===== config.mk =====
export PLATFORM = sky130hd
export DESIGN_NAME = ultrasonic_echo_ranger
export DESIGN_NICKNAME = d
export VERILOG_FILES = /design/src/uer_pkg.sv /design/src/ultrasonic_echo_ranger.sv
export SDC_FILE = /design/constraint.sdc
export NUM_CORES = 1
export LEC_CHECK = 0
export BUFFER_PORTS_ARGS = -buffer_cell sky130_fd_sc_hd__buf_2
export CAP_MARGIN = 20
export CORE_MARGIN = 1.5
export CORE_UTILIZATION = 30
export CTS_BUF_LIST = sky130_fd_sc_hd__clkbuf_8
export DETAILED_ROUTE_END_ITERATION = 12
export REMOVE_ABC_BUFFERS = 1
export SLEW_MARGIN = 25
export SYNTH_ARGS = -nofsm -noshare
export SYNTH_HDL_FRONTEND = slang
export SYNTH_SLANG_ARGS = --single-unit

===== constraint.sdc =====
create_clock -name clk -period 7.52 [get_ports clk]
set_clock_uncertainty 0.2 [all_clocks]
set_input_delay 0.376 -clock clk [delete_from_list [all_inputs] [get_ports clk]]
set_output_delay 0.376 -clock clk [all_outputs]
set_load 0.005 [all_outputs]

===== src/uer_pkg.sv =====
// Types and constants shared by the ultrasonic echo ranger.
package uer_pkg;

  localparam int TICK_W  = 20;  // holds a full pause of 1000 ms in us ticks
  localparam int PULSE_W = 16;
  localparam int CFG_W   = 10;
  localparam int DIST_W  = 11;
  localparam int US_W    = 17;

  localparam logic [CFG_W-1:0]   PERIOD_MIN_MS      = 10'd50;
  localparam logic [CFG_W-1:0]   PERIOD_MAX_MS      = 10'd1000;
  localparam logic [TICK_W-1:0]  US_PER_MS          = 20'd1000;
  localparam logic [TICK_W-1:0]  PERIOD_RESET_TICKS = 20'd100000;

  // floor(p*16/931) == (p * DIV_MAGIC) >> DIV_SHIFT, exact for any 16-bit p
  localparam int                 MAGIC_W   = 21;
  localparam int                 PROD_W    = PULSE_W + MAGIC_W;
  localparam logic [MAGIC_W-1:0] DIV_MAGIC = 21'd1153321;
  localparam int                 DIV_SHIFT = 26;

  localparam logic [DIST_W-1:0]  DIST_MAX  = 11'd1023;
  localparam logic [PULSE_W-1:0] PULSE_MAX = 16'hFFFF;

  typedef enum logic [4:0] {
    PH_IDLE      = 5'b00001,
    PH_PRE_LOW   = 5'b00010,
    PH_TRIG_HIGH = 5'b00100,
    PH_LISTEN    = 5'b01000,
    PH_PAUSE     = 5'b10000
  } phase_t;

endpackage


===== src/ultrasonic_echo_ranger.sv =====
// Ultrasonic ranging sequencer: one input item per microsecond tick, one result item per tick.
// Each input item is one microsecond tick carrying the sampled echo pin and a run flag; each
// produces exactly one result item with the trigger pin level and, on report ticks, the echo
// pulse width in us and the distance in cm (pulse*16/931, saturated at 1023), or -1 for both on
// timeout. While run is high the block drives the trigger low for PRE_LOW_US ticks, high for
// TRIGGER_HIGH_US ticks, listens for two echo edges for up to TIMEOUT_US ticks, reports, then
// pauses cycle_period_ms*1000 ticks. Run low idles it at once. The block takes one item every
// cycle while the output is not stalled; each result is registered (the item sits in the input
// register, and the sequencer step and the constant-reciprocal multiply write the result
// register when the pipe advances). cfg_data is taken when cfg_we is high; values outside
// 50..1000 are dropped. Write it only while idle.
module ultrasonic_echo_ranger #(
  parameter int TIMEOUT_US      = 50000,
  parameter int TRIGGER_HIGH_US = 10,
  parameter int PRE_LOW_US      = 2
) (
  input  logic                          clk,
  input  logic                          rst,
  input  logic                          cfg_we,
  input  logic [uer_pkg::CFG_W-1:0]     cfg_data,
  input  logic                          in_valid,
  output logic                          in_stall,
  input  logic                          echo_level,
  input  logic                          run,
  output logic                          out_valid,
  input  logic                          out_stall,
  output logic                          trigger_level,
  output logic                          report_valid,
  output logic signed [uer_pkg::DIST_W-1:0] distance_cm,
  output logic signed [uer_pkg::US_W-1:0]   pulse_us
);
  import uer_pkg::*;

  // input register
  logic in_q_valid;
  logic in_echo;
  logic in_run;

  // sequencer state
  phase_t              phase, phase_next;
  logic [TICK_W-1:0]   tick_counter, tick_next;
  logic                echo_previous, echo_prev_next;
  logic [1:0]          edges_seen, edges_next;
  logic [PULSE_W-1:0]  pulse_counter, pulse_next;
  logic [TICK_W-1:0]   period_ticks;

  // step results
  logic                res_trig;
  logic                res_report;
  logic [DIST_W-1:0]   res_dist;
  logic [US_W-1:0]     res_pulse;

  logic                advance;
  logic                load;
  phase_t              cur_phase;
  logic [TICK_W-1:0]   tick_inc;
  logic [PULSE_W-1:0]  pulse_inc;
  logic [PROD_W-1:0]   prod;
  logic [DIST_W-1:0]   quot;
  logic                edge_hit;

  assign advance  = !out_valid || !out_stall;
  assign in_stall = in_q_valid && !advance;
  assign load     = in_q_valid && advance;

  always_ff @(posedge clk) begin
    if (rst) begin
      in_q_valid <= 1'b0;
    end else if (!in_stall) begin
      in_q_valid <= in_valid;
    end
    if (!in_stall) begin
      in_echo <= echo_level;
      in_run  <= run;
    end
  end

  always_ff @(posedge clk) begin
    if (rst) begin
      period_ticks <= PERIOD_RESET_TICKS;
    end else if (cfg_we && cfg_data >= PERIOD_MIN_MS && cfg_data <= PERIOD_MAX_MS) begin
      period_ticks <= TICK_W'(cfg_data * US_PER_MS);
    end
  end

  // idle steps straight into the first pre-low tick
  assign cur_phase = (phase == PH_IDLE) ? PH_PRE_LOW : phase;
  assign tick_inc  = (phase == PH_IDLE) ? TICK_W'(1) : tick_counter + TICK_W'(1);
  assign pulse_inc = (edges_seen == 2'd1 && pulse_counter != PULSE_MAX)
                     ? pulse_counter + PULSE_W'(1) : pulse_counter;
  assign edge_hit  = in_echo != echo_previous;
  assign prod      = PROD_W'(pulse_inc) * PROD_W'(DIV_MAGIC);
  assign quot      = prod[DIV_SHIFT +: DIST_W];

  always_comb begin
    phase_next     = phase;
    tick_next      = tick_counter;
    echo_prev_next = echo_previous;
    edges_next     = edges_seen;
    pulse_next     = pulse_counter;
    res_trig       = 1'b0;
    res_report     = 1'b0;
    res_dist       = '0;
    res_pulse      = '0;
    if (!in_run) begin
      phase_next     = PH_IDLE;
      tick_next      = '0;
      echo_prev_next = 1'b0;
      edges_next     = '0;
      pulse_next     = '0;
    end else begin
      unique case (cur_phase)
        PH_PRE_LOW: begin
          phase_next = PH_PRE_LOW;
          tick_next  = tick_inc;
          if (tick_inc >= TICK_W'(PRE_LOW_US)) begin
            phase_next = PH_TRIG_HIGH;
            tick_next  = '0;
          end
        end
        PH_TRIG_HIGH: begin
          res_trig  = 1'b1;
          tick_next = tick_inc;
          if (tick_inc >= TICK_W'(TRIGGER_HIGH_US)) begin
            phase_next     = PH_LISTEN;
            tick_next      = '0;
            edges_next     = '0;
            pulse_next     = '0;
            echo_prev_next = in_echo;
          end
        end
        PH_LISTEN: begin
          echo_prev_next = in_echo;
          tick_next      = tick_inc;
          pulse_next     = pulse_inc;
          if (edge_hit && edges_seen == 2'd0) begin
            edges_next = 2'd1;
            pulse_next = '0;
          end
          if (edge_hit && edges_seen != 2'd0) begin
            // the closing edge wins over a timeout that arrives together with it
            edges_next = 2'd2;
            res_report = 1'b1;
            res_pulse  = US_W'(pulse_inc);
            res_dist   = (quot > DIST_MAX) ? DIST_MAX : quot;
            phase_next = PH_PAUSE;
            tick_next  = '0;
          end else if (tick_inc >= TICK_W'(TIMEOUT_US)) begin
            res_report = 1'b1;
            res_pulse  = '1;
            res_dist   = '1;
            phase_next = PH_PAUSE;
            tick_next  = '0;
          end
        end
        PH_PAUSE: begin
          tick_next = tick_inc;
          if (tick_inc >= period_ticks) begin
            phase_next = PH_PRE_LOW;
            tick_next  = '0;
          end
        end
        default: begin
          phase_next     = PH_IDLE;
          tick_next      = '0;
          echo_prev_next = 1'b0;
          edges_next     = '0;
          pulse_next     = '0;
        end
      endcase
    end
  end

  always_ff @(posedge clk) begin
    if (rst) begin
      phase         <= PH_IDLE;
      tick_counter  <= '0;
      echo_previous <= 1'b0;
      edges_seen    <= '0;
      pulse_counter <= '0;
    end else if (load) begin
      phase         <= phase_next;
      tick_counter  <= tick_next;
      echo_previous <= echo_prev_next;
      edges_seen    <= edges_next;
      pulse_counter <= pulse_next;
    end
  end

  // result register
  always_ff @(posedge clk) begin
    if (rst) begin
      out_valid <= 1'b0;
    end else if (advance) begin
      out_valid <= in_q_valid;
    end
    if (load) begin
      trigger_level <= res_trig;
      report_valid  <= res_report;
      distance_cm   <= res_dist;
      pulse_us      <= res_pulse;
    end
  end

  a_report_to_pause: assert property (@(posedge clk) disable iff (rst)
    load && res_report |=> phase == PH_PAUSE)
    else $error("report did not move sequencer to pause");

  a_stop_idles: assert property (@(posedge clk) disable iff (rst)
    load && !in_run |=> phase == PH_IDLE && tick_counter == '0)
    else $error("run low did not idle sequencer");

  a_timeout_both: assert property (@(posedge clk) disable iff (rst)
    out_valid && report_valid && pulse_us == '1 |-> distance_cm == '1)
    else $error("timeout reported with a real distance");

  a_quiet_fields: assert property (@(posedge clk) disable iff (rst)
    out_valid && !report_valid |-> distance_cm == '0 && pulse_us == '0)
    else $error("nonzero fields without report");

  a_trig_no_report: assert property (@(posedge clk) disable iff (rst)
    out_valid && trigger_level |-> !report_valid)
    else $error("report during trigger pulse");

endmodule

==> qor.csv <==
stage;metric;value;unit
synth;synthesized flop and latch total;95;
placement;Buffers on Ports;48;
global_routing;Total Routing Usage GR;0.143;
placement;DP Area;0.0129;mm²
clocking;H-tree Lvls;3;
synth;Mean Syn Cell Area;9.15;µm²
timing;fin crit share;0.978;
setup_path;Worst path max stage delay;570;ps
outcome;status;finished clean;
timing;final hold vios;0;
die;starting density of the core;0.303;
setup_path;crit path DAT;7260;ps
synth;mapped cell area;0.0117;mm²
die;Site Rows;72;
placement;dpl hpwl;23200;µm
synth;ys async rst share;0;
timing;Slew Viols, Final;0;
global_routing;largest net degree at the start of global routing;46;
pwr;Leak;7.01;nW
clocking;Skew-Pair Late Insertion Delay;400;ps
setup_path;Setup crit start kind;flip-flop;
setup_path;Worst EP required;7430;ps
synth;Cells after Synth;1278;
synth;top cell type's share of synthesized area;0.230;
placement;GP Congestion;0.911;
die;Die ar.;0.0402;mm²
drt;First-pass DRT Iterations;5;
drt;routed wire length per instance;14.7;µm
drt;DRC viols;0;
layout;# fillers;4078;
setup_path;CP max-delay cell;or4_4;
clocking;Worst-path clk slew;110;ps
setup_path;CP max FO;6;
timing;final setup margin;163;ps
synth;Area contributors post-synth;ha_1 (23%), fa_1 (18%), dfxtp_1 (11%);
pwr;Peak VDD IR;0.117;mV
clocking;Max Buffers Root-to-Sink;2;
timing;worst hold margin;35.0;ps
synth;Adder-Cell Fraction of Synth Area;0.406;
synth;sequential fraction of the synthesis area;0.190;
clocking;CTS buffer count;9;
setup_path;WS Path Type;flip-flop to flip-flop;
layout;synthesis-to-finish area growth;14.9;%
drt;Routed WL;28000;µm
clocking;CTS Sinks;95;
synth;main combinational cell family by area after synthesis;adder cells;
layout;fin nets;1715;
setup_path;crit end category;flip-flop;
synth;Synth Area in Compound Gates;0.132;
timing;Slew @ Worst Pin;1000;ps
global_routing;global-route wire length before repair;46600;µm
layout;register area;0.00223;mm²
layout;Multi-input gate area;0.00878;mm²
timing;setup TNS;0;ps
setup_path;R2R Setup Slk;160;ps
pwr;power density over the cells;118;mW/mm²
global_routing;antenna violations before repair;0;
timing;Slew headroom;0.327;
drt;Vias/cell;4.85;
job;max_cap viols;0;
global_routing;total gr overflow;0;
layout;share of layout cells above drive strength 1;0.142;
global_routing;vias in the first global route;9473;
synth;Post-Synth Simple-Gate Area;0.139;
die;die width;200;µm
drt;Post-DRT Antenna Nets;0;
die;Core ar.;0.0386;mm²
die;Die Y-Extent;200;µm
synth;post-synthesis mux area share;0.0108;
synth;YS warnings;0;
die;io pins;49;
clocking;CTS Root Cell;clkbuf_8;
clocking;TritonCTS clock tree;built;
layout;Util after Layout;0.349;
synth;Post-Synth XOR/XNOR Area;0.0427;
drt;via count;9227;
synth;Yosys top cell by area;ha_1;
timing;setup violators final;0;
synth;ys flop type;dfxtp_1;
timing;f_max;136;MHz
placement;Post-Place Setup Slack;-151;ps
layout;Final Cell Area;0.0134;mm²
drt;DR iter-0 viols;416;
worst_hold_path;Tightest Hold Check Type;input pin to flip-flop;
synth;Post-synth EDFFs;32;
timing;min Tclk post-route;7360;ps
synth;post-synthesis cell type count;71;
-- sequential cells by signal, summed over array words and instances (netlist names), 2 cells and up --
signal / cells
pulse_us: 17
tick_counter: 20
phase: 5
period_ticks: 17
distance_cm: 11
edges_seen: 2
pulse_counter: 16
-- Yosys cell counts, drive strengths merged (6+ instances only) --
library cell  instances
a21o                 22
a22o                 14
buf                  13
and4                  8
mux2i                 7
clkbuf               20
xnor2                32
nand3b               13
nor2b                12
nand4                19
a211o                 6
and3                 12
edfxtp               32
ha                  215
nor3                 20
xor2                 25
o21bai                6
a31oi                 8
o211ai                9
nand3                25
nor2                107
o31ai                 8
nand2                68
o21a                  6
or3                   6
or2                   6
nor4                 12
inv                 206
a21oi                83
fa                  103
a211oi               12
dfxtp                63
o21ai                34
-- routing by layer --
layer | track usage | routed length (µm) | vias up
met5 | 0 | 0 | -
met4 | 0.0365 | 534 | 0
met3 | 0.0182 | 653 | 33
met2 | 0.254 | 13800 | 142
met1 | 0.182 | 13000 | 4453
li1 | - | - | 4599
-- cells in the final DEF, fill, tap and decap left out, types with 6 or more instances in the layout --
master / netlist / routed
a211o_1: 6 / 6
clkbuf_8: 0 / 9
a21o_1: 22 / 22
edfxtp_1: 32 / 32
a22o_1: 14 / 14
nor2_1: 105 / 103
o211ai_1: 9 / 9
ha_1: 215 / 207
o21ai_1: 5 / 6
a21oi_1: 83 / 81
nand3_1: 25 / 23
dfxtp_1: 63 / 59
o21a_1: 6 / 6
nand4_1: 18 / 18
nor3_1: 18 / 18
buf_2: 9 / 48
o31ai_1: 8 / 8
a211oi_1: 11 / 11
nand2_1: 68 / 67
inv_1: 206 / 204
xor2_1: 25 / 19
or2_2: 6 / 6
o21ai_0: 28 / 27
and3_1: 12 / 11
or3_1: 6 / 6
mux2i_1: 7 / 7
nor2b_1: 12 / 12
ha_4: 0 / 6
nor4_1: 11 / 9
buf_4: 0 / 71
nand3b_1: 13 / 13
fa_1: 103 / 103
xnor2_1: 32 / 30
and4_1: 8 / 7
a31oi_1: 8 / 8
-- path summary, 6_finish.rpt --
kind                            depth (start not counted)                           end                     startpoint
worst max-delay path                                   29  distance_cm[1]$_SDFFCE_PN0P_  pulse_counter[0]$_SDFFE_PP0P_
worst min-delay path                                    3        out_valid$_SDFFE_PP0N_                      out_stall
worst max register to register                         29  distance_cm[1]$_SDFFCE_PN0P_  pulse_counter[0]$_SDFFE_PP0P_
worst min register to register                          2    edges_seen[1]$_SDFFE_PP0P_     edges_seen[1]$_SDFFE_PP0P_
-- power by group --
group | switching (mW) | internal (mW) | total, mW
registers | 0.0103 | 0.558 | 0.569
clock network | 0.203 | 0.159 | 0.362
logic | 0.375 | 0.280 | 0.655
-- repair_timing --
item,CTS,global route
resized for setup,3,41
buffers inserted,0,10
gates cloned,0,1
hold buffers,3,0
hold endpoints to repair,3,0
setup endpoints to repair,10,10
pin swaps,1,18
-- worst max-delay path: cells and delay by family (launching register included) --
family          cells  cell delay, ps
fa+ha+maj           8            2790
simple gates        7            1490
compound gates      7            1430
buf+inv             6             670
flops               1             370
xor+xnor            1             140
-- stage by stage --
stage                     instances  power, mW
final                          1904       1.59
after global routing           1903       1.71
after detailed placement       1873       1.24
after global placement         1873       1.23
after floorplan                1245       1.08
after CTS                      1892       1.60
-- cells by family (layout without fill, tap and decap cells) --
kind of cell,count (synthesis),count (layout)
compound gates,233,233
xor+xnor,57,57
fa+ha+maj,318,318
buf+inv,239,345
flops,95,95
mux,12,12
other cells,0,1
simple gates,324,325
-- area by class of cell --
class,count,share of cell area
diodes,1,0.000186
clock buffers,9,0.00921
clock inverters,7,0.00577
inverters,206,0.0575
multi-input cells,945,0.653
flip-flops and latches,95,0.166
well taps,518,0.0482
repair buffers,123,0.0606
(Power assumes the default switching activity.)
